$ cat src/dps_pkg.sv
// Shared types and constants of the data poll scheduler.
package dps_pkg;

  localparam logic [7:0]  DEFAULT_FAST_POLLS  = 8'd8;
  localparam logic [15:0] MIN_POLL_PERIOD     = 16'd10;
  localparam logic [15:0] MIN_EXTERNAL_PERIOD = 16'd10;

  localparam int unsigned CfgDataW = 23;
  localparam int unsigned InDataW  = 48;
  localparam int unsigned OutDataW = 40;

  typedef enum logic [3:0] {
    OP_TICK     = 4'd0,
    OP_START    = 4'd1,
    OP_STOP     = 4'd2,
    OP_SENT     = 4'd3,
    OP_TIMEOUT  = 4'd4,
    OP_FRAME    = 4'd5,
    OP_ATTACH   = 4'd6,
    OP_FAST     = 4'd7,
    OP_EXTERNAL = 4'd8,
    OP_RECALC   = 4'd9
  } op_e;

  typedef enum logic [2:0] {
    ST_OK            = 3'd0,
    ST_INVALID_STATE = 3'd1,
    ST_ALREADY       = 3'd2,
    ST_NO_BUFS       = 3'd3,
    ST_INVALID_ARGS  = 3'd4
  } status_e;

  typedef enum logic [1:0] {
    TX_OK      = 2'd0,
    TX_CCA_ERR = 2'd1
  } tx_status_e;

  typedef enum logic [2:0] {
    CFG_CHILD_TIMEOUT = 3'd0,
    CFG_ATTACH_PERIOD = 3'd1,
    CFG_RETX_PERIOD   = 3'd2,
    CFG_NOBUF_PERIOD  = 3'd3,
    CFG_FAST_PERIOD   = 3'd4,
    CFG_MAX_RETX      = 3'd5,
    CFG_QUICK_LIMIT   = 3'd6,
    CFG_MAX_FAST      = 3'd7
  } cfg_idx_e;

  typedef struct packed {
    logic        buffer_ok;
    logic        poll_queued;
    logic        parent_valid;
    logic        rx_on_when_idle;
    logic [31:0] external_period;
    logic [7:0]  fast_poll_count;
    logic        attach_flag;
    logic        frame_pending;
    logic [1:0]  tx_status;
    logic [3:0]  operation;
  } item_t;

  typedef struct packed {
    logic        timer_active;
    logic        polling_enabled;
    logic [31:0] current_period;
    logic [2:0]  status;
    logic        poll_issued;
  } result_t;

endpackage

$ cat src/data_poll_scheduler.sv
// Data poll scheduler for a sleepy end device: event decode, mode state and poll timer.
// Throughput: one item per cycle while results are taken; a held result stalls the input side.
// The whole state update is one pass between the two registers, item and result.
// The derived default period is registered and follows a configuration register in the cycle after it changes.
// Reset: all mode flags, counters, the timer and the period clear to zero; configuration
// registers return to their documented defaults.
module data_poll_scheduler
  import dps_pkg::*;
(
  input  logic                clk_i,
  input  logic                rst_ni,
  input  logic                s_axis_tvalid,
  output logic                s_axis_tready,
  // tx_status[1:0], frame_pending, attach_flag, fast_poll_count[7:0], external_period[31:0],
  // rx_on_when_idle, parent_valid, poll_queued, buffer_ok
  input  logic [InDataW-1:0]  s_axis_tdata,
  // operation[3:0]
  input  logic [3:0]          s_axis_tuser,
  output logic                m_axis_tvalid,
  input  logic                m_axis_tready,
  // poll_issued, status[2:0], current_period[31:0], polling_enabled, timer_active, zero pad
  output logic [OutDataW-1:0] m_axis_tdata,
  input  logic                cfg_we_i,
  input  logic [2:0]          cfg_index_i,
  input  logic [CfgDataW-1:0] cfg_data_i
);

  // configuration
  logic [22:0] child_timeout_q;
  logic [15:0] attach_period_q, retx_period_q, nobuf_period_q, fast_period_q;
  logic [7:0]  max_retx_q, quick_limit_q, max_fast_q;
  logic [31:0] default_period_q, default_period_d;

  // state
  logic        enabled_q, attach_q, retx_q, nobuf_q, timer_running_q;
  logic [7:0]  tx_fail_q, timeout_cnt_q, fast_rem_q;
  logic [31:0] ext_period_q, poll_period_q, now_q, timer_start_q;

  logic        enabled_d, attach_d, retx_d, nobuf_d, timer_running_d;
  logic [7:0]  tx_fail_d, timeout_cnt_d, fast_rem_d;
  logic [31:0] ext_period_d, poll_period_d, now_d, timer_start_d;

  // pipeline
  logic    in_valid_q, out_valid_q, advance;
  item_t   item_q;
  result_t res_q, res_d;

  assign advance       = in_valid_q && (!out_valid_q || m_axis_tready);
  assign s_axis_tready = !in_valid_q || advance;
  assign m_axis_tvalid = out_valid_q;
  assign m_axis_tdata  = {{(OutDataW - $bits(result_t)){1'b0}}, res_q};

  always_ff @(posedge clk_i or negedge rst_ni) begin
    if (!rst_ni) begin
      child_timeout_q <= 23'd240;
      attach_period_q <= 16'd100;
      retx_period_q   <= 16'd1000;
      nobuf_period_q  <= 16'd200;
      fast_period_q   <= 16'd188;
      max_retx_q      <= 8'd5;
      quick_limit_q   <= 8'd5;
      max_fast_q      <= 8'd15;
    end else if (cfg_we_i) begin
      case (cfg_idx_e'(cfg_index_i))
        CFG_CHILD_TIMEOUT: child_timeout_q <= cfg_data_i;
        CFG_ATTACH_PERIOD: attach_period_q <= cfg_data_i[15:0];
        CFG_RETX_PERIOD:   retx_period_q   <= cfg_data_i[15:0];
        CFG_NOBUF_PERIOD:  nobuf_period_q  <= cfg_data_i[15:0];
        CFG_FAST_PERIOD:   fast_period_q   <= cfg_data_i[15:0];
        CFG_MAX_RETX:      max_retx_q      <= cfg_data_i[7:0];
        CFG_QUICK_LIMIT:   quick_limit_q   <= cfg_data_i[7:0];
        CFG_MAX_FAST:      max_fast_q      <= cfg_data_i[7:0];
        default: ;
      endcase
    end
  end

  // child_timeout * 1000 - retx_period * max_retx, saturated both ways
  always_comb begin
    logic [32:0] timeout_ms;
    logic [23:0] retx_total;
    logic [32:0] diff;
    timeout_ms = {child_timeout_q, 10'd0} - {6'd0, child_timeout_q, 4'd0}
               - {7'd0, child_timeout_q, 3'd0};
    retx_total = {8'd0, retx_period_q} * {16'd0, max_retx_q};
    diff = (timeout_ms > {9'd0, retx_total}) ? timeout_ms - {9'd0, retx_total} : 33'd0;
    if (diff[32]) begin
      default_period_d = '1;
    end else if (diff[31:0] == 32'd0) begin
      default_period_d = {16'd0, MIN_POLL_PERIOD};
    end else begin
      default_period_d = diff[31:0];
    end
  end

  always_ff @(posedge clk_i or negedge rst_ni) begin
    if (!rst_ni) begin
      default_period_q <= 32'd0;
    end else begin
      default_period_q <= default_period_d;
    end
  end

  function automatic logic [31:0] lower_of(logic [31:0] cur, logic [31:0] cand);
    return (cur == 32'd0 || cur > cand) ? cand : cur;
  endfunction

  always_comb begin
    logic        do_poll, do_sched, recalc, rc;
    logic [7:0]  n;
    logic [31:0] p;
    op_e         op;
    enabled_d       = enabled_q;
    attach_d        = attach_q;
    retx_d          = retx_q;
    nobuf_d         = nobuf_q;
    timer_running_d = timer_running_q;
    tx_fail_d       = tx_fail_q;
    timeout_cnt_d   = timeout_cnt_q;
    fast_rem_d      = fast_rem_q;
    ext_period_d    = ext_period_q;
    poll_period_d   = poll_period_q;
    now_d           = now_q;
    timer_start_d   = timer_start_q;
    do_poll         = 1'b0;
    do_sched        = 1'b0;
    recalc          = 1'b0;
    rc              = 1'b0;
    n               = 8'd0;
    p               = 32'd0;
    res_d           = '0;
    res_d.status    = ST_OK;
    op              = op_e'(item_q.operation);

    case (op)
      OP_TICK: begin
        now_d = now_q + 32'd1;
        if (timer_running_q && (now_d - timer_start_q) >= poll_period_q) begin
          timer_running_d = 1'b0;
          do_poll = 1'b1;
        end
      end
      OP_START: begin
        if (enabled_q) begin
          res_d.status = ST_ALREADY;
        end else if (item_q.rx_on_when_idle) begin
          res_d.status = ST_INVALID_STATE;
        end else begin
          enabled_d = 1'b1;
          do_sched  = 1'b1;
          recalc    = 1'b1;
        end
      end
      OP_STOP: begin
        timer_running_d = 1'b0;
        attach_d        = 1'b0;
        retx_d          = 1'b0;
        nobuf_d         = 1'b0;
        timeout_cnt_d   = 8'd0;
        tx_fail_d       = 8'd0;
        fast_rem_d      = 8'd0;
        enabled_d       = 1'b0;
      end
      OP_SENT: begin
        if (enabled_q) begin
          if (item_q.tx_status == TX_OK) begin
            if (fast_rem_q != 8'd0) begin
              fast_rem_d = fast_rem_q - 8'd1;
              rc = (fast_rem_d == 8'd0);
            end
            if (retx_q) begin
              retx_d    = 1'b0;
              tx_fail_d = 8'd0;
              rc        = 1'b1;
            end
          end else if (item_q.tx_status == TX_CCA_ERR) begin
            retx_d = 1'b1;
            rc     = 1'b1;
          end else begin
            tx_fail_d = tx_fail_q + 8'd1;
            if (tx_fail_d < max_retx_q) begin
              if (!retx_q) begin
                retx_d = 1'b1;
                rc     = 1'b1;
              end
            end else begin
              retx_d    = 1'b0;
              tx_fail_d = 8'd0;
              rc        = 1'b1;
            end
          end
          do_sched = rc;
          recalc   = rc;
        end
      end
      OP_TIMEOUT: begin
        if (enabled_q) begin
          timeout_cnt_d = timeout_cnt_q + 8'd1;
          if (timeout_cnt_d < quick_limit_q) begin
            do_poll = 1'b1;
          end else begin
            timeout_cnt_d = 8'd0;
          end
        end
      end
      OP_FRAME: begin
        if (enabled_q) begin
          timeout_cnt_d = 8'd0;
          do_poll = item_q.frame_pending;
        end
      end
      OP_ATTACH: begin
        if (attach_q != item_q.attach_flag) begin
          attach_d = item_q.attach_flag;
          do_sched = enabled_q;
          recalc   = enabled_q;
        end
      end
      OP_FAST: begin
        n = (item_q.fast_poll_count == 8'd0) ? DEFAULT_FAST_POLLS : item_q.fast_poll_count;
        if (n > max_fast_q) n = max_fast_q;
        if (fast_rem_q < n) fast_rem_d = n;
        do_sched = enabled_q && (fast_rem_q == 8'd0);
        recalc   = do_sched;
      end
      OP_EXTERNAL: begin
        if (item_q.external_period != 32'd0 &&
            item_q.external_period < {16'd0, MIN_EXTERNAL_PERIOD}) begin
          res_d.status = ST_INVALID_ARGS;
        end else if (ext_period_q != item_q.external_period) begin
          ext_period_d = item_q.external_period;
          do_sched = enabled_q;
          recalc   = enabled_q;
        end
      end
      OP_RECALC: begin
        do_sched = enabled_q;
        recalc   = enabled_q;
      end
      default: ;
    endcase

    if (do_poll) begin
      if (!enabled_q || item_q.rx_on_when_idle || !item_q.parent_valid) begin
        timer_running_d = 1'b0;
        attach_d        = 1'b0;
        retx_d          = 1'b0;
        nobuf_d         = 1'b0;
        timeout_cnt_d   = 8'd0;
        tx_fail_d       = 8'd0;
        fast_rem_d      = 8'd0;
        enabled_d       = 1'b0;
        res_d.status    = ST_INVALID_STATE;
      end else begin
        timer_running_d = 1'b0;
        do_sched = 1'b1;
        if (item_q.poll_queued) begin
          res_d.status = ST_ALREADY;
        end else if (!item_q.buffer_ok) begin
          nobuf_d      = 1'b1;
          recalc       = 1'b1;
          res_d.status = ST_NO_BUFS;
        end else begin
          res_d.poll_issued = 1'b1;
          if (nobuf_q) begin
            nobuf_d = 1'b0;
            recalc  = 1'b1;
          end
        end
      end
    end

    if (do_sched) begin
      if (recalc) begin
        if (attach_d) p = {16'd0, attach_period_q};
        if (retx_d) p = lower_of(p, {16'd0, retx_period_q});
        if (nobuf_d) p = lower_of(p, {16'd0, nobuf_period_q});
        if (fast_rem_d != 8'd0) p = lower_of(p, {16'd0, fast_period_q});
        if (ext_period_d != 32'd0) p = lower_of(p, ext_period_d);
        poll_period_d = (p == 32'd0) ? default_period_q : p;
      end
      if (!timer_running_d) timer_start_d = now_d;
      timer_running_d = 1'b1;
    end

    res_d.current_period  = poll_period_d;
    res_d.polling_enabled = enabled_d;
    res_d.timer_active    = timer_running_d;
  end

  always_ff @(posedge clk_i or negedge rst_ni) begin
    if (!rst_ni) begin
      in_valid_q      <= 1'b0;
      out_valid_q     <= 1'b0;
      enabled_q       <= 1'b0;
      attach_q        <= 1'b0;
      retx_q          <= 1'b0;
      nobuf_q         <= 1'b0;
      timer_running_q <= 1'b0;
      tx_fail_q       <= 8'd0;
      timeout_cnt_q   <= 8'd0;
      fast_rem_q      <= 8'd0;
      ext_period_q    <= 32'd0;
      poll_period_q   <= 32'd0;
      now_q           <= 32'd0;
      timer_start_q   <= 32'd0;
    end else begin
      if (s_axis_tready) in_valid_q <= s_axis_tvalid;
      if (advance) begin
        out_valid_q     <= 1'b1;
        enabled_q       <= enabled_d;
        attach_q        <= attach_d;
        retx_q          <= retx_d;
        nobuf_q         <= nobuf_d;
        timer_running_q <= timer_running_d;
        tx_fail_q       <= tx_fail_d;
        timeout_cnt_q   <= timeout_cnt_d;
        fast_rem_q      <= fast_rem_d;
        ext_period_q    <= ext_period_d;
        poll_period_q   <= poll_period_d;
        now_q           <= now_d;
        timer_start_q   <= timer_start_d;
      end else if (m_axis_tready) begin
        out_valid_q <= 1'b0;
      end
    end
  end

  always_ff @(posedge clk_i) begin
    if (s_axis_tvalid && s_axis_tready) item_q <= {s_axis_tdata, s_axis_tuser};
    if (advance) res_q <= res_d;
  end

  // the timer only runs while polling is enabled
  assert property (@(posedge clk_i) disable iff (!rst_ni) timer_running_q |-> enabled_q)
    else $error("poll timer running while disabled");

  // a pending failure count implies retry mode
  assert property (@(posedge clk_i) disable iff (!rst_ni) (tx_fail_q != 8'd0) |-> retx_q)
    else $error("tx failure count without retry mode");

  // input side only stalls behind a held result
  assert property (@(posedge clk_i) disable iff (!rst_ni)
                   !s_axis_tready |-> (out_valid_q && !m_axis_tready))
    else $error("input stalled without output backpressure");

  // an issued poll always reports success
  assert property (@(posedge clk_i) disable iff (!rst_ni)
                   (out_valid_q && res_q.poll_issued) |-> (res_q.status == ST_OK))
    else $error("poll issued with error status");

endmodule

$ cat config.mk
export PLATFORM = sky130hd
export DESIGN_NAME = data_poll_scheduler
export DESIGN_NICKNAME = d
export VERILOG_FILES = /design/src/dps_pkg.sv /design/src/data_poll_scheduler.sv
export SDC_FILE = /design/constraint.sdc
export NUM_CORES = 2
export LEC_CHECK = 0
export ABC_CLOCK_PERIOD_IN_PS = 24800
export BUFFER_PORTS_ARGS = -buffer_cell sky130_fd_sc_hd__buf_2
export CELL_PAD_IN_SITES_DETAIL_PLACEMENT = 1
export CELL_PAD_IN_SITES_GLOBAL_PLACEMENT = 1
export CORE_MARGIN = 5
export CORE_UTILIZATION = 43
export CTS_CLUSTER_SIZE = 16
export DETAILED_ROUTE_END_ITERATION = 10
export PLACE_DENSITY_LB_ADDON = 0.05
export SLEW_MARGIN = 10
export SYNTH_ARGS = -nofsm -noshare
export SYNTH_HDL_FRONTEND = slang
export SYNTH_SLANG_ARGS = --single-unit
$ cat constraint.sdc
create_clock -name clk_i -period 24.8 [get_ports clk_i]
set_input_delay 4.96 -clock clk_i [delete_from_list [all_inputs] [get_ports clk_i]]
set_output_delay 4.96 -clock clk_i [all_outputs]
set_load 0.03 [all_outputs]
==> run metrics <==
residual DRC count=0; Rows=98; Final Util=between 40% and 50%; Fmax=a little over 0.05 GHz; number of global-route vias before repair=between 20000 and 30000; placed cell areas=32300 um2; hold_buf cts=0; count leader, synth=nand2_1; final net count=~3900; EDFF count, synth=90; CTS H-Tree Depth=2; relative slew slack=about a quarter; ys flop type=dfrtp_1; reg-to-reg slack, setup=5.53 ns; WHS Endpoint=tx_fail_q[7]$_DFFE_PN0P_; Warnings, synthesis=0; CTS resizes=0; Final period util=between 70% and 80%; final instance area=34000 um2; fin. max-slew vios=0; FF-to-FF End=m_axis_tdata[13]$_DFFE_PP_; synthesized cell area=roughly 30000 um2; worst-skew pair later-pin latency=just over 0.6 ns; slowest CP cell=a21boi_2; Mapped Cells=~3400; post-DP HPWL=roughly 80000 um; Synth top area share=22.1%; CP startpoint kind=flop; ant diodes=0; Setup TNS=0 ns; Worst path most repeated cell=o21ai_0; Die Height=about 280 um; initial core utilization=between 40 and 50%; CTS tree=yes; GR Overflow Total=0; Via density=5.61; R2R depth=72; drt first pass iters=5; Reg clk slew, reported paths=0.06 ns; die width=278 um; Worst-Margin Slew=between 1 and 1.5 ns; max_cap viols=0; Post-CTS Setup Inserts=0; Initial DRC Count=between 1000 and 1500; Hold Crit Class=reg -> reg; worst clock skew=between 0.03 and 0.04 ns; Crit Path Class=reg -> reg; crit path capture type=flop; Post-Syn Area per Cell=just over 9 um2; synthesis-to-finish area growth=9.94%; flops & latches, synth=392; largest net degree at the start of global routing=144; routed wire length=between 100000 and 150000 um; first-pass GRT wire length=around 160000 um; drt wl/cell=around 23 um; CP arrival=slightly below 20 ns; fin crit period=approximately 19 ns; root buf cell=clkbuf_16; Final setup viols=0; sequential fraction of the synthesis area=about a third; vias post-DR=24700; DIE AREA=approximately 77000 um2; Core ar.=roughly 71000 um2; final hold vios=0; outcome=complete, no violations; most frequent cells after synthesis=nand2_1 (376), inv_1 (315), dfrtp_1 (273); synth top area cells=dfrtp_1 (22%), ha_1 (11%), edfxtp_1 (8.7%); RR Startpoint=now_q[0]$_DFFE_PN0P_; GR Util All Layers=around 25%; Crit Path Max Fanout=33; Routed Antenna Nets=0; clock sinks=392; Clock Tree Buf Depth=3; hold path depth=2; Num CTS Buffers=46; Max stage delay on crit path=0.92 ns; Worst Path Required=between 20 and 30 ns; antenna violations before repair=2; min-delay src=tx_fail_q[7]$_DFFE_PN0P_; routability cong.=0.906; layout cells sized above 1=around an eighth; unrepaired setup endpoints after global routing=no; largest area contributor in the netlist=dfrtp_1; share of flip-flops with an asynchronous set or reset=77.0%; Port Buffer Count=between 100 and 150; I/O pin count=between 100 and 150; count of cell types in the netlist=between 100 and 150
-- cell type report --
cell class,count,area [um2]
Fill cell,8235,37400
Multi-Input combinational cell,2515,18800
Sequential cell,392,10300
Clock buffer,65,1300
Inverter,317,1190
Tap cell,950,1190
Timing Repair Buffer,145,806
Clock inverter,21,334
-- layer usage --
| layer | GRT usage (%) | vias up | wire, um |
|---|---|---|---|
| met5 | 0 | - | 13 |
| met4 | 5.78 | 2 | 2320 |
| met3 | 3.93 | 111 | 3980 |
| met2 | 43.3 | 340 | 48300 |
| met1 | 34.6 | 12500 | 45800 |
| li1 | - | 11800 | - |
-- cells by family after synthesis --
| family | share of synthesized area, % |
|---|---|
| AO/OA/AOI/OAI | 14.2 |
| multiplexers | 7.15 |
| flip-flops | 33.3 |
| other | 0.0121 |
| AND/OR/NAND/NOR | 15.6 |
| XOR/XNOR | 6.58 |
| adder cells (fa/ha/maj) | 17.4 |
| buffers and inverters | 5.78 |
-- worst max path at each step --
| stage | from | slack [ns] | end |
|---|---|---|---|
| floorplan | now_q[0]$_DFFE_PN0P_ | 10.37 | m_axis_tdata[10]$_DFFE_PP_ |
| global placement | now_q[0]$_DFFE_PN0P_ | 6.81 | m_axis_tdata[6]$_DFFE_PP_ |
| detailed placement | now_q[0]$_DFFE_PN0P_ | 5.89 | m_axis_tdata[12]$_DFFE_PP_ |
| CTS | now_q[0]$_DFFE_PN0P_ | 5.81 | m_axis_tdata[12]$_DFFE_PP_ |
| global route | now_q[0]$_DFFE_PN0P_ | 4.15 | m_axis_tdata[14]$_DFFE_PP_ |
| finish | now_q[0]$_DFFE_PN0P_ | 5.53 | m_axis_tdata[13]$_DFFE_PP_ |
-- cells in the final DEF (no fill, tap or decap), types with 11 or more instances in the layout --
cell type / count
and3_1: 25
o21bai_1: 12
xor2_1: 112
mux2_2: 152
nor4_1: 52
a211oi_1: 18
or2_2: 11
mux2i_1: 41
ha_1: 268
buf_2: 121
nor2_1: 259
a21oi_1: 186
o21ai_0: 197
and2_1: 33
nand4_1: 44
nand2b_1: 29
clkbuf_16: 49
inv_1: 315
clkbuf_1: 15
nor3_1: 49
buf_4: 22
a22oi_1: 15
fa_1: 101
a22o_1: 26
a21o_1: 44
a31oi_1: 46
xnor2_1: 120
nand3_1: 52
o21a_1: 24
nor2b_1: 31
nand2_1: 375
or3_1: 14
dfstp_2: 29
edfxtp_1: 90
o31ai_1: 11
dfrtp_1: 273
-- metrics by stage --
| stage | std cells | worst slack, ns | hold WS [ns] |
|---|---|---|---|
| 2_1_floorplan | 3366 | 10.37 | 0.457 |
| 3_3_place_gp | 4319 | 6.81 | 0.474 |
| 3_5_place_dp | 4319 | 5.89 | 0.482 |
| 4_1_cts | 4405 | 5.81 | 0.493 |
| 5_1_grt | 4405 | 4.15 | 0.513 |
| 6_report | 4405 | 5.53 | 0.495 |
-- worst max-delay path: cells and delay by family (launching register included) --
kind / cells / cell delay, ns
and+or+nand+nor: 20 / 4.46
DFF: 1 / 0.46
muxes: 4 / 1.59
buffers and inverters: 4 / 0.86
adders and majority gates: 7 / 1.79
AOI/OAI and AO/OA: 35 / 9.62
xor gates and xnor gates: 2 / 0.34
-- state kept, by name, summed over array words and instances (netlist names), 23 cells and up --
name and cells:
item_q 52, m_axis_tdata 38, default_period_q 32, ext_period_q 32, now_q 32, poll_period_q 32, timer_start_q 32, child_timeout_q 23
Power is not shown: default switching activity piles up to over one toggle a cycle in this logic, so the estimate is an artifact.
